### src/assert_macros.svh
`ifndef ASSERT_MACROS_SVH
`define ASSERT_MACROS_SVH

// property that must hold at every clock edge outside reset
`define ASSERT_ALWAYS(label, prop, msg) \
    label: assert property (@(posedge aclk) disable iff (!aresetn) (prop)) else $error(msg);

// overlapping implication checked outside reset
`define ASSERT_IMPL(label, ante, cons, msg) \
    label: assert property (@(posedge aclk) disable iff (!aresetn) (ante) |-> (cons)) \
        else $error(msg);

// next-cycle implication checked outside reset
`define ASSERT_NEXT(label, ante, cons, msg) \
    label: assert property (@(posedge aclk) disable iff (!aresetn) (ante) |=> (cons)) \
        else $error(msg);

`endif

### src/hnt_pkg.sv
`default_nettype none

package hnt_pkg;

    localparam int TABLE_DEPTH = 128;

    localparam int NOTE_W = 7;
    localparam int VEL_W  = 7;
    localparam int CHAN_W = 4;
    localparam int SLOT_W = 7;
    localparam int REQ_W  = 2;
    localparam int STAT_W = 2;
    localparam int HCNT_W = 8;

    localparam int NOTE_NUM = 1 << NOTE_W;
    localparam int TBL_AW   = $clog2(TABLE_DEPTH);
    localparam int CNT_W    = $clog2(TABLE_DEPTH + 1);
    localparam int CMP_W    = (CNT_W > SLOT_W) ? CNT_W : SLOT_W;

    localparam int S_TDATA_W = 32;
    localparam int M_TDATA_W = 32;

    localparam logic [REQ_W-1:0] REQ_NOTE_ON  = 2'd0;
    localparam logic [REQ_W-1:0] REQ_NOTE_OFF = 2'd1;
    localparam logic [REQ_W-1:0] REQ_READ     = 2'd2;

    localparam logic [STAT_W-1:0] ST_DONE      = 2'd0;
    localparam logic [STAT_W-1:0] ST_IGNORED   = 2'd1;
    localparam logic [STAT_W-1:0] ST_FULL      = 2'd2;
    localparam logic [STAT_W-1:0] ST_NOT_FOUND = 2'd3;

    typedef struct packed {
        logic [NOTE_W-1:0] note;
        logic [VEL_W-1:0]  vel;
        logic [CHAN_W-1:0] chan;
    } entry_t;

    typedef struct packed {
        logic [VEL_W-1:0]  vel;
        logic [CHAN_W-1:0] chan;
    } aux_t;

    typedef struct packed {
        logic              capture;
        logic              insert;
        logic              scan_clr;
        logic              rem_step;
        logic              rem_commit;
        logic              sort_step;
        logic              slot_rd;
        logic              result_load;
        logic              result_slot;
        logic [STAT_W-1:0] result_code;
    } dp_cmd_t;

    typedef struct packed {
        logic [REQ_W-1:0] req_type;
        logic             note_zero;
        logic             note_held;
        logic             table_full;
        logic             keep_sorted;
        logic             scan_last;
        logic             sort_last;
        logic             out_free;
    } dp_stat_t;

endpackage

`default_nettype wire

### src/hnt_ram.sv
`default_nettype none

module hnt_ram #(
    parameter int WIDTH = 8,
    parameter int DEPTH = 16
) (
    input  wire logic                     aclk,
    input  wire logic                     wr_en,
    input  wire logic [$clog2(DEPTH)-1:0] wr_addr,
    input  wire logic [WIDTH-1:0]         wr_data,
    input  wire logic                     rd_en,
    input  wire logic [$clog2(DEPTH)-1:0] rd_addr,
    output logic      [WIDTH-1:0]         rd_data
);

    logic [WIDTH-1:0] mem_reg [DEPTH];
    logic [WIDTH-1:0] rd_data_reg;

    always_ff @(posedge aclk) begin
        if (wr_en) begin
            mem_reg[wr_addr] <= wr_data;
        end
        if (rd_en) begin
            rd_data_reg <= mem_reg[rd_addr];
        end
    end

    assign rd_data = rd_data_reg;

endmodule

`default_nettype wire

### src/hnt_datapath.sv
`default_nettype none
`include "assert_macros.svh"

module hnt_datapath (
    input  wire logic                            aclk,
    input  wire logic                            aresetn,
    input  wire hnt_pkg::dp_cmd_t                cmd,
    output hnt_pkg::dp_stat_t                    stat,
    input  wire logic [hnt_pkg::S_TDATA_W-1:0]   in_data,
    input  wire logic [hnt_pkg::REQ_W-1:0]       in_user,
    input  wire logic                            cfg_wr_en,
    input  wire logic                            cfg_wr_data,
    output logic                                 out_valid,
    input  wire logic                            out_ready,
    output logic      [hnt_pkg::M_TDATA_W-1:0]   out_data
);

    import hnt_pkg::*;

    // captured request
    logic [REQ_W-1:0]  type_reg;
    logic [NOTE_W-1:0] note_reg;
    logic [VEL_W-1:0]  vel_reg;
    logic [CHAN_W-1:0] chan_reg;
    logic [SLOT_W-1:0] slot_reg;

    logic                keep_sorted_reg;
    logic [NOTE_NUM-1:0] mask_reg;
    logic [CNT_W-1:0]    count_reg;

    // remove scan
    logic [TBL_AW-1:0] scan_idx_reg;
    logic              rd_vld_reg;
    logic [TBL_AW-1:0] rd_pos_reg;
    logic              found_reg;

    // sort sweep
    logic [NOTE_W-1:0] note_idx_reg;
    logic              srt_vld_reg;
    logic [NOTE_W-1:0] srt_note_reg;
    logic [TBL_AW-1:0] wr_pos_reg;

    // result register
    logic              out_valid_reg;
    logic [STAT_W-1:0] out_status_reg;
    logic [HCNT_W-1:0] out_count_reg;
    entry_t            out_entry_reg;
    logic              out_slot_valid_reg;

    logic              tbl_wr_en;
    logic [TBL_AW-1:0] tbl_wr_addr;
    entry_t            tbl_wr_data;
    logic              tbl_rd_en;
    logic [TBL_AW-1:0] tbl_rd_addr;
    entry_t            tbl_rd_data;
    aux_t              aux_wr_data;
    aux_t              aux_rd_data;
    logic              slot_hit;
    logic              shift_wr;
    logic              sort_wr;

    assign shift_wr = rd_vld_reg && found_reg;
    assign sort_wr  = srt_vld_reg && mask_reg[srt_note_reg];
    assign slot_hit = CMP_W'(slot_reg) < CMP_W'(count_reg);

    always_comb begin
        tbl_wr_en   = 1'b0;
        tbl_wr_addr = count_reg[TBL_AW-1:0];
        tbl_wr_data = '{note: note_reg, vel: vel_reg, chan: chan_reg};
        if (cmd.insert) begin
            tbl_wr_en = 1'b1;
        end else if (shift_wr) begin
            tbl_wr_en   = 1'b1;
            tbl_wr_addr = rd_pos_reg - TBL_AW'(1);
            tbl_wr_data = tbl_rd_data;
        end else if (sort_wr) begin
            tbl_wr_en   = 1'b1;
            tbl_wr_addr = wr_pos_reg;
            tbl_wr_data = '{note: srt_note_reg, vel: aux_rd_data.vel, chan: aux_rd_data.chan};
        end
    end

    assign tbl_rd_en   = cmd.rem_step || cmd.slot_rd;
    assign tbl_rd_addr = cmd.slot_rd ? TBL_AW'(slot_reg) : scan_idx_reg;
    assign aux_wr_data = '{vel: vel_reg, chan: chan_reg};

    hnt_ram #(
        .WIDTH ($bits(entry_t)),
        .DEPTH (TABLE_DEPTH)
    ) u_table_ram (
        .aclk    (aclk),
        .wr_en   (tbl_wr_en),
        .wr_addr (tbl_wr_addr),
        .wr_data (tbl_wr_data),
        .rd_en   (tbl_rd_en),
        .rd_addr (tbl_rd_addr),
        .rd_data (tbl_rd_data)
    );

    // velocity and channel indexed by note number
    hnt_ram #(
        .WIDTH ($bits(aux_t)),
        .DEPTH (NOTE_NUM)
    ) u_aux_ram (
        .aclk    (aclk),
        .wr_en   (cmd.insert),
        .wr_addr (note_reg),
        .wr_data (aux_wr_data),
        .rd_en   (cmd.sort_step),
        .rd_addr (note_idx_reg),
        .rd_data (aux_rd_data)
    );

    always_ff @(posedge aclk) begin
        if (cmd.capture) begin
            type_reg <= in_user;
            note_reg <= in_data[6:0];
            vel_reg  <= in_data[13:7];
            chan_reg <= in_data[17:14];
            slot_reg <= in_data[24:18];
        end
        rd_pos_reg   <= scan_idx_reg;
        srt_note_reg <= note_idx_reg;
        if (cmd.result_load) begin
            out_status_reg     <= cmd.result_code;
            out_count_reg      <= HCNT_W'(count_reg);
            out_slot_valid_reg <= cmd.result_slot && slot_hit;
            out_entry_reg      <= (cmd.result_slot && slot_hit) ? tbl_rd_data : '0;
        end
    end

    always_ff @(posedge aclk) begin
        if (!aresetn) begin
            keep_sorted_reg <= 1'b0;
            mask_reg        <= '0;
            count_reg       <= '0;
            scan_idx_reg    <= '0;
            rd_vld_reg      <= 1'b0;
            found_reg       <= 1'b0;
            note_idx_reg    <= '0;
            srt_vld_reg     <= 1'b0;
            wr_pos_reg      <= '0;
            out_valid_reg   <= 1'b0;
        end else begin
            if (cfg_wr_en) begin
                keep_sorted_reg <= cfg_wr_data;
            end
            if (cmd.insert) begin
                mask_reg[note_reg] <= 1'b1;
                count_reg          <= count_reg + CNT_W'(1);
            end else if (cmd.rem_commit) begin
                mask_reg[note_reg] <= 1'b0;
                count_reg          <= count_reg - CNT_W'(1);
            end

            rd_vld_reg  <= cmd.rem_step;
            srt_vld_reg <= cmd.sort_step;

            if (cmd.scan_clr) begin
                scan_idx_reg <= '0;
                found_reg    <= 1'b0;
                note_idx_reg <= '0;
                wr_pos_reg   <= '0;
            end else begin
                if (cmd.rem_step) begin
                    scan_idx_reg <= scan_idx_reg + TBL_AW'(1);
                end
                if (rd_vld_reg && !found_reg && tbl_rd_data.note == note_reg) begin
                    found_reg <= 1'b1;
                end
                if (cmd.sort_step) begin
                    note_idx_reg <= note_idx_reg + NOTE_W'(1);
                end
                if (sort_wr) begin
                    wr_pos_reg <= wr_pos_reg + TBL_AW'(1);
                end
            end

            if (cmd.result_load) begin
                out_valid_reg <= 1'b1;
            end else if (out_ready) begin
                out_valid_reg <= 1'b0;
            end
        end
    end

    always_comb begin
        stat.req_type    = type_reg;
        stat.note_zero   = (note_reg == '0);
        stat.note_held   = mask_reg[note_reg];
        stat.table_full  = (count_reg >= CNT_W'(TABLE_DEPTH));
        stat.keep_sorted = keep_sorted_reg;
        stat.scan_last   = (CNT_W'(scan_idx_reg) == count_reg - CNT_W'(1));
        stat.sort_last   = (note_idx_reg == NOTE_W'(NOTE_NUM - 1));
        stat.out_free    = !out_valid_reg || out_ready;
    end

    assign out_valid = out_valid_reg;
    assign out_data  = {3'b000, out_slot_valid_reg, out_entry_reg.chan, out_entry_reg.vel,
                        out_entry_reg.note, out_count_reg, out_status_reg};

    `ASSERT_ALWAYS(a_count_bound, count_reg <= CNT_W'(TABLE_DEPTH), "held count above depth")
    `ASSERT_ALWAYS(a_mask_count, $countones(mask_reg) == int'(count_reg), "mask and count disagree")
    `ASSERT_NEXT(a_remove_clears, cmd.rem_commit, !mask_reg[$past(note_reg)], "removed note still held")
    `ASSERT_ALWAYS(a_one_sweep, !(rd_vld_reg && srt_vld_reg), "remove and sort sweeps overlap")

endmodule

`default_nettype wire

### config.mk
export PLATFORM = sky130hd
export DESIGN_NAME = hnt_datapath
export DESIGN_NICKNAME = d
export VERILOG_FILES = /design/src/hnt_pkg.sv /design/src/hnt_ram.sv /design/src/hnt_datapath.sv
export VERILOG_INCLUDE_DIRS = /design/src /design/src/src
export SDC_FILE = /design/constraint.sdc
export NUM_CORES = 2
export LEC_CHECK = 0
export BUFFER_PORTS_ARGS = -buffer_cell sky130_fd_sc_hd__buf_2
export CORE_ASPECT_RATIO = 0.9
export CORE_UTILIZATION = 37
export CTS_CLUSTER_DIAMETER = 80
export DETAILED_ROUTE_END_ITERATION = 16
export HOLD_SLACK_MARGIN = 0.15
export MAX_ROUTING_LAYER = met4
export PLACE_DENSITY = 0.64
export REMOVE_ABC_BUFFERS = 1
export SLEW_MARGIN = 25
export SYNTH_ARGS = -nofsm -noshare
export SYNTH_HDL_FRONTEND = slang
export SYNTH_SLANG_ARGS = --single-unit
### constraint.sdc
create_clock -name aclk -period 8.9 [get_ports aclk]
set_clock_uncertainty 0.2 [all_clocks]
set_input_delay 0.445 -clock aclk [delete_from_list [all_inputs] [get_ports aclk]]
set_output_delay 0.445 -clock aclk [all_outputs]
set_load 0.02 [all_outputs]
==> flow_summary.toml <==
[sta]
rsz0062_at_grt = "false"
setup_viol = 0
final.min_clock_period_ns = 6.76
maxSlewHeadroom_pct = 22.3
hold_violations = 0
fin_crit_sh_pct = 76.0
setup_tns_ns = 0
fmax_mhz = 148
maxSlewViolCount = 0
worst_slew_pin_slew_ns = 1.16

[final_layout]
final_cells = 13600
drive_gt1_share_pct = 29.1
fin_util_pct = 42.7
largest_register_ffs = 2304
area_growth_syn_to_layout_pct = 14.6
fillers = 35100
layout.nets = 7806

[drt]
drt_iter0_drc = 9872
antenna_left = 0
drt_pass1_iterations = 6
routedWlPerCell_um = 29.1
vias = 77500
routed_wl_um = 396000
via_per_inst = 5.69
post-route-drc-count = 0

[global_route]
grt_first_pass_wirelength_um = 568000
antenna_found_initial = 17
overflow = 0
grt_start_max_net_pins = 129
grt_use_total_pct = 18.9
grt_pass1_vias = 77900

[placed_design]
dp_hpwl_um = 234000
gp_congestion = 0.894
portBuffers = 81
post-place-cells = 12800

[yosys]
yosysWarningCount = 0
ys_async_sr_fraction_pct = 0
synth_area_leaders = "edfxtp_1 74%, mux4_2 15%, dfxtp_1 2.3%"
ys_types = 68
yosysMostFrequentCell = "edfxtp_1"
synth_area_per_cell_sq_um = 21.0
synth_ff_type = "edfxtp_1"
yosys.area.top_type = "edfxtp_1"
synth_top_area_share_pct = 73.7
synth_edf_count = 3797
syn_inst = 7359
synth_area_sq_um = 155000
synthTopCellsByCount = "3,797 x edfxtp_1, 1,057 x mux4_2, 393 x nand2_1"
synth-seq-cells = 3973
ys_seq_area_share_pct = 76.0

[clock_network]
htree_num_levels = 5
cts_buffer_depth = 4
clk_latency_ns = 0.96
clkTransAtPathRegs_ns = 0.06
cts_sinks = 3973
cts_tree = "yes"
cts_buffers = 392
cts_root_buf = "clkbuf_16"

[worst_setup_path]
worstPathMaxFanout = 24
cp-start-kind = "flop"
end_kind = "flop"
worstPathRequired_ns = 9.26
worstSetupPathType = "flop to flop"
cp.arrival_ns = 7.12

[floorplanning]
fp-row-count = 224
io_pins = 92
core_sq_um = 415000
start_util_pct = 37.3
die_area_sq_um = 421000
dieWidth_um = 684
die_h_um = 616

[power]
p_leak_nw = 54.4
total_power_w = 0.0398
vdd_drop_max_mv = 0.173
cellPowerDensity_nw_per_um2 = 224

[run_status]
outcome = "finished clean"

[worst_hold_path]
hold_path_class = "input port to flop"

[run]
drv_cap = 0
==> power breakdown <==
part / internal (W) / switching (W)
sequential: 0.0208 / 0.000147
combinational: 0.000817 / 0.00164
clock: 0.00927 / 0.00714
total: 0.0308 / 0.00893
==> cell usage in the layout (no fill, tap or decap), types with 16 or more instances in the layout <==
master,netlist,final
clkbuf_1,318,60
inv_1,18,18
o21ai_0,35,18
a31oi_1,74,73
buf_12,0,22
clkinv_1,0,93
nand3_1,20,20
buf_4,7,282
clkinv_2,0,72
a22oi_1,76,75
nor2_2,0,57
nor2_1,288,179
edfxtp_1,3797,3797
buf_2,72,79
xnor2_1,18,18
a21oi_1,82,82
mux2i_1,48,41
a311oi_1,73,65
nand4_1,27,27
mux2_2,17,16
o21ai_4,1,18
dlygate4sd3_1,0,70
mux4_2,1057,1057
a211oi_1,202,201
nand2_1,393,387
bufinv_16,0,34
and2_1,172,172
clkbuf_16,0,398
a21o_1,24,24
dfxtp_1,176,169
nor2_4,0,52
o221a_2,126,126
xor2_1,21,21
==> routing by layer <==
| metal | GRT usage (%) | up-vias | wire length (um) |
|---|---|---|---|
| li1 | - | 31700 | - |
| met1 | 25.1 | 41300 | 156000 |
| met2 | 29.3 | 3785 | 189000 |
| met3 | 3.65 | 758 | 35400 |
| met4 | 6.75 | 0 | 15900 |
| met5 | - | - | 0 |
==> stage by stage <==
| stage | setup slack [ns] | cell area, sq um | hold WS (ns) |
|---|---|---|---|
| floorplan | -49.29 | 153000 | 0.179 |
| global placement | 2.13 | 163000 | 0.253 |
| detailed placement | 2.26 | 164000 | 0.261 |
| CTS | 2.22 | 177000 | 0.150 |
| global route | 2.05 | 177000 | 0.156 |
| finish | 2.14 | 177000 | 0.166 |
==> worst max-delay path, stage by stage, from the launching register on <==
cell      delay [ns]
dfxtp_2         0.87
buf_4           0.43
mux4_2          0.56
mux2i_1         0.33
nor2_1          0.08
o311a_1         0.44
a211o_1         0.62
a21o_1          0.30
a211oi_2        0.80
nand2_1         0.66
nor2_2          1.02
==> cell families after synthesis <==
kind of cell             after synthesis  share of synthesized area, %
flip-flops                          3973                          76.0
multiplexers                        1124                          15.8
AND/OR/NAND/NOR                      978                          2.83
AO/OA/AOI/OAI                        738                          3.74
buffers and inverters                493                          1.30
XOR/XNOR                              39                         0.221
adder cells (fa/ha/maj)               13                         0.105
other                                  1                       0.00242
==> layout make-up <==
cell class	instances	area, sq um	share of cell area, %
timing repair buffer	463	3830	2.16
tap	5537	6930	3.91
inverter	18	67.6	0.0381
clock inverter	253	2430	1.37
clock buffer	464	10300	5.79
multi-input combinational	2895	36200	20.4
sequential	3973	118000	66.3
antenna	11	27.5	0.0155
==> worst paths after layout <==
path                                                              end  depth (start not counted)                    startpoint  slack, ns
worst max-delay path            u_table_ram.mem_reg[17][17]$_DFFE_PP_                         10       srt_note_reg[2]$_DFF_P_       2.14
worst min-delay path                            slot_reg[2]$_DFFE_PP_                          2                   in_data[20]       0.17
worst max register to register  u_table_ram.mem_reg[17][17]$_DFFE_PP_                         10       srt_note_reg[2]$_DFF_P_       2.14
worst min register to register                  rd_pos_reg[6]$_DFF_P_                          0  scan_idx_reg[6]$_SDFFE_PP0P_       0.22
==> what timing repair did <==
item | 4_1_cts | 5_1_grt
resized for setup | 0 | 0
hold buffers | 70 | 0
setup buffers | 0 | 0
hold endpoints to repair | 223 | 0
Power figures use the tool's default switching activity.
