**src/assert_macros.svh**
```systemverilog
`ifndef ASSERT_MACROS_SVH
`define ASSERT_MACROS_SVH

// property that must hold at every clock edge outside reset
`define ASSERT_ALWAYS(label, prop, msg) \
    label: assert property (@(posedge aclk) disable iff (!aresetn) (prop)) else $error(msg);

// overlapping implication checked outside reset
`define ASSERT_IMPL(label, ante, cons, msg) \
    label: assert property (@(posedge aclk) disable iff (!aresetn) (ante) |-> (cons)) \
        else $error(msg);

// next-cycle implication checked outside reset
`define ASSERT_NEXT(label, ante, cons, msg) \
    label: assert property (@(posedge aclk) disable iff (!aresetn) (ante) |=> (cons)) \
        else $error(msg);

`endif

```
**src/hnt_pkg.sv**
```systemverilog
`default_nettype none

package hnt_pkg;

    localparam int TABLE_DEPTH = 128;

    localparam int NOTE_W = 7;
    localparam int VEL_W  = 7;
    localparam int CHAN_W = 4;
    localparam int SLOT_W = 7;
    localparam int REQ_W  = 2;
    localparam int STAT_W = 2;
    localparam int HCNT_W = 8;

    localparam int NOTE_NUM = 1 << NOTE_W;
    localparam int TBL_AW   = $clog2(TABLE_DEPTH);
    localparam int CNT_W    = $clog2(TABLE_DEPTH + 1);
    localparam int CMP_W    = (CNT_W > SLOT_W) ? CNT_W : SLOT_W;

    localparam int S_TDATA_W = 32;
    localparam int M_TDATA_W = 32;

    localparam logic [REQ_W-1:0] REQ_NOTE_ON  = 2'd0;
    localparam logic [REQ_W-1:0] REQ_NOTE_OFF = 2'd1;
    localparam logic [REQ_W-1:0] REQ_READ     = 2'd2;

    localparam logic [STAT_W-1:0] ST_DONE      = 2'd0;
    localparam logic [STAT_W-1:0] ST_IGNORED   = 2'd1;
    localparam logic [STAT_W-1:0] ST_FULL      = 2'd2;
    localparam logic [STAT_W-1:0] ST_NOT_FOUND = 2'd3;

    typedef struct packed {
        logic [NOTE_W-1:0] note;
        logic [VEL_W-1:0]  vel;
        logic [CHAN_W-1:0] chan;
    } entry_t;

    typedef struct packed {
        logic [VEL_W-1:0]  vel;
        logic [CHAN_W-1:0] chan;
    } aux_t;

    typedef struct packed {
        logic              capture;
        logic              insert;
        logic              scan_clr;
        logic              rem_step;
        logic              rem_commit;
        logic              sort_step;
        logic              slot_rd;
        logic              result_load;
        logic              result_slot;
        logic [STAT_W-1:0] result_code;
    } dp_cmd_t;

    typedef struct packed {
        logic [REQ_W-1:0] req_type;
        logic             note_zero;
        logic             note_held;
        logic             table_full;
        logic             keep_sorted;
        logic             scan_last;
        logic             sort_last;
        logic             out_free;
    } dp_stat_t;

endpackage

`default_nettype wire

```
**src/hnt_ctrl.sv**
```systemverilog
`default_nettype none

module hnt_ctrl (
    input  wire logic              aclk,
    input  wire logic              aresetn,
    input  wire logic              in_valid,
    output logic                   in_ready,
    input  wire hnt_pkg::dp_stat_t stat,
    output hnt_pkg::dp_cmd_t       cmd
);

    import hnt_pkg::*;

    typedef enum logic [2:0] {
        S_IDLE,
        S_DECODE,
        S_REM_SCAN,
        S_REM_TAIL,
        S_SORT_SCAN,
        S_SORT_TAIL,
        S_SLOT_RD,
        S_DONE
    } state_t;

    state_t            state_reg, state_next;
    logic [STAT_W-1:0] code_reg, code_next;
    logic              slot_sel_reg, slot_sel_next;

    always_comb begin
        cmd             = '0;
        state_next      = state_reg;
        code_next       = code_reg;
        slot_sel_next   = slot_sel_reg;
        cmd.result_code = code_reg;
        cmd.result_slot = slot_sel_reg;
        in_ready        = (state_reg == S_IDLE);

        unique case (state_reg)
            S_IDLE: begin
                if (in_valid) begin
                    cmd.capture = 1'b1;
                    state_next  = S_DECODE;
                end
            end
            S_DECODE: begin
                code_next     = ST_DONE;
                slot_sel_next = 1'b0;
                state_next    = S_DONE;
                unique case (stat.req_type)
                    REQ_NOTE_ON: begin
                        if (stat.note_zero || stat.note_held) begin
                            code_next = ST_IGNORED;
                        end else if (stat.table_full) begin
                            code_next = ST_FULL;
                        end else begin
                            cmd.insert = 1'b1;
                        end
                    end
                    REQ_NOTE_OFF: begin
                        if (stat.note_zero || !stat.note_held) begin
                            code_next = ST_NOT_FOUND;
                        end else begin
                            cmd.scan_clr = 1'b1;
                            state_next   = S_REM_SCAN;
                        end
                    end
                    REQ_READ: begin
                        slot_sel_next = 1'b1;
                        cmd.scan_clr  = 1'b1;
                        state_next    = stat.keep_sorted ? S_SORT_SCAN : S_SLOT_RD;
                    end
                    default: begin
                    end
                endcase
            end
            S_REM_SCAN: begin
                cmd.rem_step = 1'b1;
                if (stat.scan_last) begin
                    state_next = S_REM_TAIL;
                end
            end
            S_REM_TAIL: begin
                cmd.rem_commit = 1'b1;
                state_next     = S_DONE;
            end
            S_SORT_SCAN: begin
                cmd.sort_step = 1'b1;
                if (stat.sort_last) begin
                    state_next = S_SORT_TAIL;
                end
            end
            S_SORT_TAIL: begin
                state_next = S_SLOT_RD;
            end
            S_SLOT_RD: begin
                cmd.slot_rd = 1'b1;
                state_next  = S_DONE;
            end
            S_DONE: begin
                if (stat.out_free) begin
                    cmd.result_load = 1'b1;
                    state_next      = S_IDLE;
                end
            end
            default: begin
                state_next = S_IDLE;
            end
        endcase
    end

    always_ff @(posedge aclk) begin
        if (!aresetn) begin
            state_reg    <= S_IDLE;
            code_reg     <= ST_DONE;
            slot_sel_reg <= 1'b0;
        end else begin
            state_reg    <= state_next;
            code_reg     <= code_next;
            slot_sel_reg <= slot_sel_next;
        end
    end

endmodule

`default_nettype wire

```
**config.mk**
```make
export PLATFORM = sky130hd
export DESIGN_NAME = hnt_ctrl
export DESIGN_NICKNAME = d
export VERILOG_FILES = /design/src/assert_macros.svh /design/src/hnt_pkg.sv /design/src/hnt_ctrl.sv
export SDC_FILE = /design/constraint.sdc
export NUM_CORES = 1
export LEC_CHECK = 0
export BUFFER_PORTS_ARGS = -buffer_cell sky130_fd_sc_hd__buf_2
export CELL_PAD_IN_SITES_DETAIL_PLACEMENT = 1
export CELL_PAD_IN_SITES_GLOBAL_PLACEMENT = 1
export CORE_AREA = 2 2 43 45
export DETAILED_ROUTE_END_ITERATION = 10
export DIE_AREA = 0 0 45 47
export PLACE_DENSITY = 0.85
export SYNTH_ARGS = -nofsm -noshare
export SYNTH_HDL_FRONTEND = slang
export SYNTH_SLANG_ARGS = --single-unit
export TNS_END_PERCENT = 10
```
**constraint.sdc**
```tcl
create_clock -name aclk -period 3.2 [get_ports aclk]
set_clock_uncertainty 0.15 [all_clocks]
set_input_delay 0.64 -clock aclk [delete_from_list [all_inputs] [get_ports aclk]]
set_output_delay 0.64 -clock aclk [all_outputs]
set_load 0.03 [all_outputs]
```
==> impl_metrics.ini, run 1 <==
[outcome]
status = finished, final reports clean

[synth]
ys_seq_area_share_pct = 25.81
synth.avg_cell_area_um2 = 7.161
syn_nets = 80
yosys_warnings = 0
syn_area_um2 = 465.4
synthDistinctLibCells = 29
ys_seq_elements = 6
netlist_instances = 65

[critical_path]
r2r_cells = 3
crit_required_ns = 2.41
start_kind = input port
path_buf_inv = 4
critPathMaxFanout = 6
slowest_stage = ha_1
cp_top_family = buffers and inverters
worstSetupPathType = in2out
critPathArrivalTime_ns = 1.73
worstSetupStartpoint = stat[8]
rrSetupSlack_ns = 1.63
critPathCaptureType = output port
critical_path.cell_chain = buf_2, inv_1, ha_1, inv_1, nor2_1, nor2_1, nor3_1, buf_2
max_stage_delay_ns = 0.25
timing.rr.start = state_reg[0]
regToRegEndpoint = code_reg[0]

[power_and_ir_drop]
p_sw_mw = 0.1069
finalPower_mw = 0.2732
cellPowerDensity_mw_per_mm2 = 457.7
irDropWorstVdd_uv = 127.0
p_clk_share_pct = 24.1
internal_power_mw = 0.1662
total_leakage_power_nw = 0.3102
seqPwrFrac_pct = 37.5
pwr-share-comb_pct = 38.4
p_sw_share_pct = 39.14

[layout]
area_growth_pct = 28.23
layout_common_cells = buf_2 (23), nand2_1 (8), nor2_1 (7), dfxtp_1 (6), nor3_1 (5)
fillerInstances = 219
largest_reg_flops = 3
final_common_cell = buf_2
drive_above_1_share_pct = 31.40
multiInputGateArea_um2 = 302.8
fin_nets = 103
antenna_cells = 0
regArea_um2 = 120.1

[drt]
wl_met2_um = 563
totalWireLength_um = 1170
drcViolationCount = 0
met3_length_um = 76
ant_nets = 0
drtIter0Drc = 4
met1Wirelength_um = 526
top_layer = met4
vias = 515
dr.pass1.iters = 4
vias_per_cell = 5.000
wl_per_cell_um = 11.36

[clock_tree]
cts_setup_buffers = 0
numCtsBuffers = 3
insertion_delay_ns = 0.24
cts.sinks = 6
cts_tree = yes
path_clk_slew_ns = 0.04
ctsResizeCount = 0
cts_root_buf = clkbuf_4
htreeDepth = 1
postCtsHoldBufs = 0
cts.path.max_buffers = 2

[hold_path]
hp-class = reg2reg
whs_path_depth = 2
hold-path-endpoint = slot_sel_reg
hold_start = slot_sel_reg

[sta]
rsz0062_at_grt = false
final-max-slew-violation-count = 0
relSlewSlack_pct = 74.98
finalSetupTns_ns = 0
tightest_slew_ns = 0.3748
fin_crit_sh_pct = 78.60
layout_min_cycle_time_ns = 2.515
hold_violations = 0
setup_viol = 0
fin_hold_ws_ns = 0.3149
max_freq_ghz = 0.3976

[global_route]
grt_max_degree = 14
grt_pass1_vias = 479
grt_first_pass_wirelength_um = 1959
grt.overflow.total = 0
antenna_found_initial = 0
grt_use_total_pct = 12.93

[placed_design]
portBuffers = 23
gp_congestion = 0.7828
dp_hpwl_um = 952.1

[floorplanning]
die_w_um = 45
die_h_um = 47
core_mm2 = 0.001652
ioPinCount = 24
die-area_mm2 = 0.002115
rows = 15
start_util_pct = 28.18

[flow_run]
cap_violations = 0
[kinds of logic (layout without fill, tap and decap cells)]
kind of cell             count (synthesis)  after routing  synth area share, %
AO/OA/AOI/OAI                           13             13                19.36
adder cells (fa/ha/maj)                  3              3                8.065
buffers and inverters                    9             30                9.137
flip-flops                               6              6                25.81
AND/OR/NAND/NOR                         34             34                37.63
[per-layer routing]
layer,vias to the layer above,GRT usage [%]
met3,2,4.615
li1,264,-
met2,15,21.43
met4,0,5.294
met5,-,0
met1,234,15.24
[power by group through the flow]
stage	sequential (mW)	clock, mW	combinational (mW)
3_5_place_dp	0.104	0	0.106
3_3_place_gp	0.104	0	0.104
4_1_cts	0.103	0.0699	0.106
2_1_floorplan	0.0925	0	0.0906
5_1_grt	0.106	0.0761	0.117
6_report	0.103	0.0659	0.105
[cell usage after synthesis]
| master | number | area (um^2) |
|---|---|---|
| nand2_1 | 8 | 30.03 |
| nor2_1 | 7 | 26.28 |
| dfxtp_1 | 6 | 120.1 |
| nor3_1 | 5 | 25.02 |
| inv_1 | 4 | 15.01 |
| and2_1 | 3 | 18.77 |
| ha_1 | 3 | 37.54 |
| a21oi_1 | 2 | 10.01 |
| buf_4 | 2 | 15.01 |
| clkbuf_1 | 2 | 7.510 |
| nand2b_1 | 2 | 12.51 |
| nor2b_1 | 2 | 12.51 |
| nor3b_1 | 2 | 15.01 |
| o21ai_0 | 2 | 10.01 |
| a211oi_1 | 1 | 7.510 |
| a21boi_0 | 1 | 7.510 |
| a21o_1 | 1 | 7.510 |
| a31oi_1 | 1 | 6.260 |
| and3_1 | 1 | 6.260 |
| and3b_1 | 1 | 8.760 |
| buf_2 | 1 | 5.000 |
| nand3_1 | 1 | 5.000 |
| nor4_1 | 1 | 6.260 |
| o211a_1 | 1 | 10.01 |
| o211ai_1 | 1 | 7.510 |
| o21ai_1 | 1 | 5.000 |
| o221a_2 | 1 | 11.26 |
| o31ai_1 | 1 | 7.510 |
| or3b_1 | 1 | 8.760 |
[worst max-delay path by stage]
| stage | endpoint | slack (ns) | cells after the start |
|---|---|---|---|
| finish | cmd[8] | 0.68 | 8 |
| global route | cmd[8] | 0.54 | 8 |
| CTS | cmd[9] | 0.66 | 3 |
| detailed placement | cmd[8] | 0.68 | 8 |
| global placement | cmd[8] | 0.74 | 8 |
| floorplan | cmd[9] | 0.55 | 4 |
[worst register-to-register path: stages, from the launching register on]
cell	delay (ns)
dfxtp_1	0.49
or3b_1	0.48
o31ai_1	0.25
and2_1	0.15
[stage by stage]
| step | util, % | worst slack (ns) | cells | area, um^2 |
|---|---|---|---|---|
| after floorplan | - | 0.5508 | 65 | 465.4 |
| after global placement | 34.77 | 0.7362 | 100 | 574.3 |
| after detailed placement | 34.77 | 0.6783 | 100 | 574.3 |
| after CTS | 36.14 | 0.6561 | 103 | 596.8 |
| after global routing | 36.14 | 0.5440 | 103 | 596.8 |
| final | 36.14 | 0.6847 | 103 | 596.8 |
[area by class of cell]
type                            instances  share of cell area [%]
Sequential cell                         6                   20.13
Inverter                                4                   2.516
Timing Repair Buffer                   23                   19.29
Tap cell                               17                   3.564
Clock buffer                            3                   3.774
Multi-Input combinational cell         50                   50.73
No activity file was read; power rests on OpenSTA's default activity.
==> run 2: changes to the inputs <==
CORE_AREA = 2 2 47 49   (was 2 2 43 45)
DIE_AREA = 0 0 49 51   (was 0 0 45 47)
PLACE_DENSITY = 0.76   (was 0.85)
clock period = 2.2 ns   (was 3.2 ns; I/O delays follow)
==> impl_metrics.ini, run 2 (synthesis results as in run 1) <==
[floorplanning]
rows = 17
start_util_pct = 22.56
die-area_mm2 = 0.002499
die_w_um = 49
core_mm2 = 0.002063
ioPinCount = 24
die_h_um = 51

[placed_design]
post_dp_cell_area_um2 = 624.3
dp.cells = 115
portBuffers = 23
dp_hpwl_um = 1131
gp_congestion = 0.7492

[global_route]
grt_max_degree = 13
antenna_found_initial = 0
grt_pass1_vias = 540
grt_use_total_pct = 11.77
grt.overflow.total = 0
grt_first_pass_wirelength_um = 2249

[layout]
final_common_cell = buf_2
post-route-util_pct = 31.35
design_area_um2 = 646.9
antenna_cells = 0
fin_nets = 107
largest_reg_flops = 3
area_growth_pct = 38.98
multiInputGateArea_um2 = 309.0
drive_above_1_share_pct = 35.56
layout_common_cells = buf_2 (23), nand2_1 (8), nor2_1 (7), dfxtp_1 (6), nor3_1 (5)
regArea_um2 = 120.1
fillerInstances = 281
finalNonFillerCells = 118

[drt]
wl_per_cell_um = 11.42
dr.pass1.iters = 4
drcViolationCount = 0
totalWireLength_um = 1347
vias = 547
drtIter0Drc = 8
ant_nets = 0
vias_per_cell = 4.636

[critical_path]
critPathArrivalTime_ns = 1.48
r2r_cells = 3
start_kind = flip-flop
worstSetupPathType = reg2out
worstSetupStartpoint = state_reg[0]
critPathCaptureType = output port
worstSetupEndpoint = cmd[9]
rrSetupSlack_ns = 0.81
crit_required_ns = 1.61
critPathMaxFanout = 6
regToRegEndpoint = code_reg[0]
timing.rr.start = state_reg[0]

[sta]
rsz0062_at_grt = false
max_freq_ghz = 0.4820
setup_viol = 0
fin_crit_sh_pct = 94.30
tightest_slew_ns = 0.2049
relSlewSlack_pct = 86.34
layout_min_cycle_time_ns = 2.075
hold_violations = 0
final-max-slew-violation-count = 0
finalSetupTns_ns = 0

[clock_tree]
ctsResizeCount = 0
htreeDepth = 1
cts.sinks = 6
cts.path.max_buffers = 2
cts_setup_buffers = 0
cts_root_buf = clkbuf_4
path_clk_slew_ns = 0.04
postCtsHoldBufs = 0
insertion_delay_ns = 0.24
numCtsBuffers = 3
cts_tree = yes

[outcome]
status = finished, final reports clean

[power_and_ir_drop]
irDropWorstVdd_uv = 175.9
cellPowerDensity_mw_per_mm2 = 649.5
total_leakage_power_nw = 0.3311
finalPower_mw = 0.4202

[hold_path]
hp-class = in2reg

[flow_run]
cap_violations = 0
==> run 2: cell types whose count changed in the layout (fill, tap and decap cells not counted), sizes merged <==
cell  previous run  this run
buf             23        27
==> run 2: final cells by class <==
cell class                      instances  share of cell area, %
Clock buffer                            3                  3.482
Inverter                                4                  2.321
Multi-Input combinational cell         50                  47.78
Sequential cell                         6                  18.57
Tap cell                               28                  5.416
Timing Repair Buffer                   27                  22.44
==> run 2: per-layer routing <==
metal / wire length, um / share of wire [%] / up-vias / GRT usage (%)
met1: 548 / 41 / 257 / 12.04
met5: 0 / 0 / - / 0
met4: 37 / 2.7 / 0 / 11.43
met2: 715 / 53 / 15 / 21.69
li1: - / - / 273 / -
met3: 46 / 3.4 / 2 / 0.2924
==> run 2: how the worst min path moves through the flow <==
stage	start	end	slack (ns)	cells after the start
global route	aresetn	state_reg[0]	0.33	2
global placement	slot_sel_reg	slot_sel_reg	0.30	2
floorplan	slot_sel_reg	slot_sel_reg	0.29	2
CTS	aresetn	state_reg[0]	0.33	2
detailed placement	slot_sel_reg	slot_sel_reg	0.35	2
finish	aresetn	state_reg[0]	0.33	2
==> run 2: worst max-delay path, cell delays in order, from the launching register on <==
cell and delay [ns]:
dfxtp_1 0.33, or3b_1 0.46, nor4_2 0.23, buf_2 0.23
==> run 2: stage by stage <==
| stage | setup slack, ns | hold slack, ns |
|---|---|---|
| floorplan | -0.02884 | 0.2938 |
| global placement | 0.2515 | 0.3050 |
| detailed placement | 0.1794 | 0.3486 |
| CTS | 0.1103 | 0.3306 |
| global route | 0.05292 | 0.3347 |
| finish | 0.1255 | 0.3314 |
==> run 2: power by group <==
part           switching (mW)  total, mW  internal [mW]
Sequential            0.00591      0.128          0.122
Clock                  0.0371     0.0987         0.0615
Combinational           0.123      0.193         0.0706
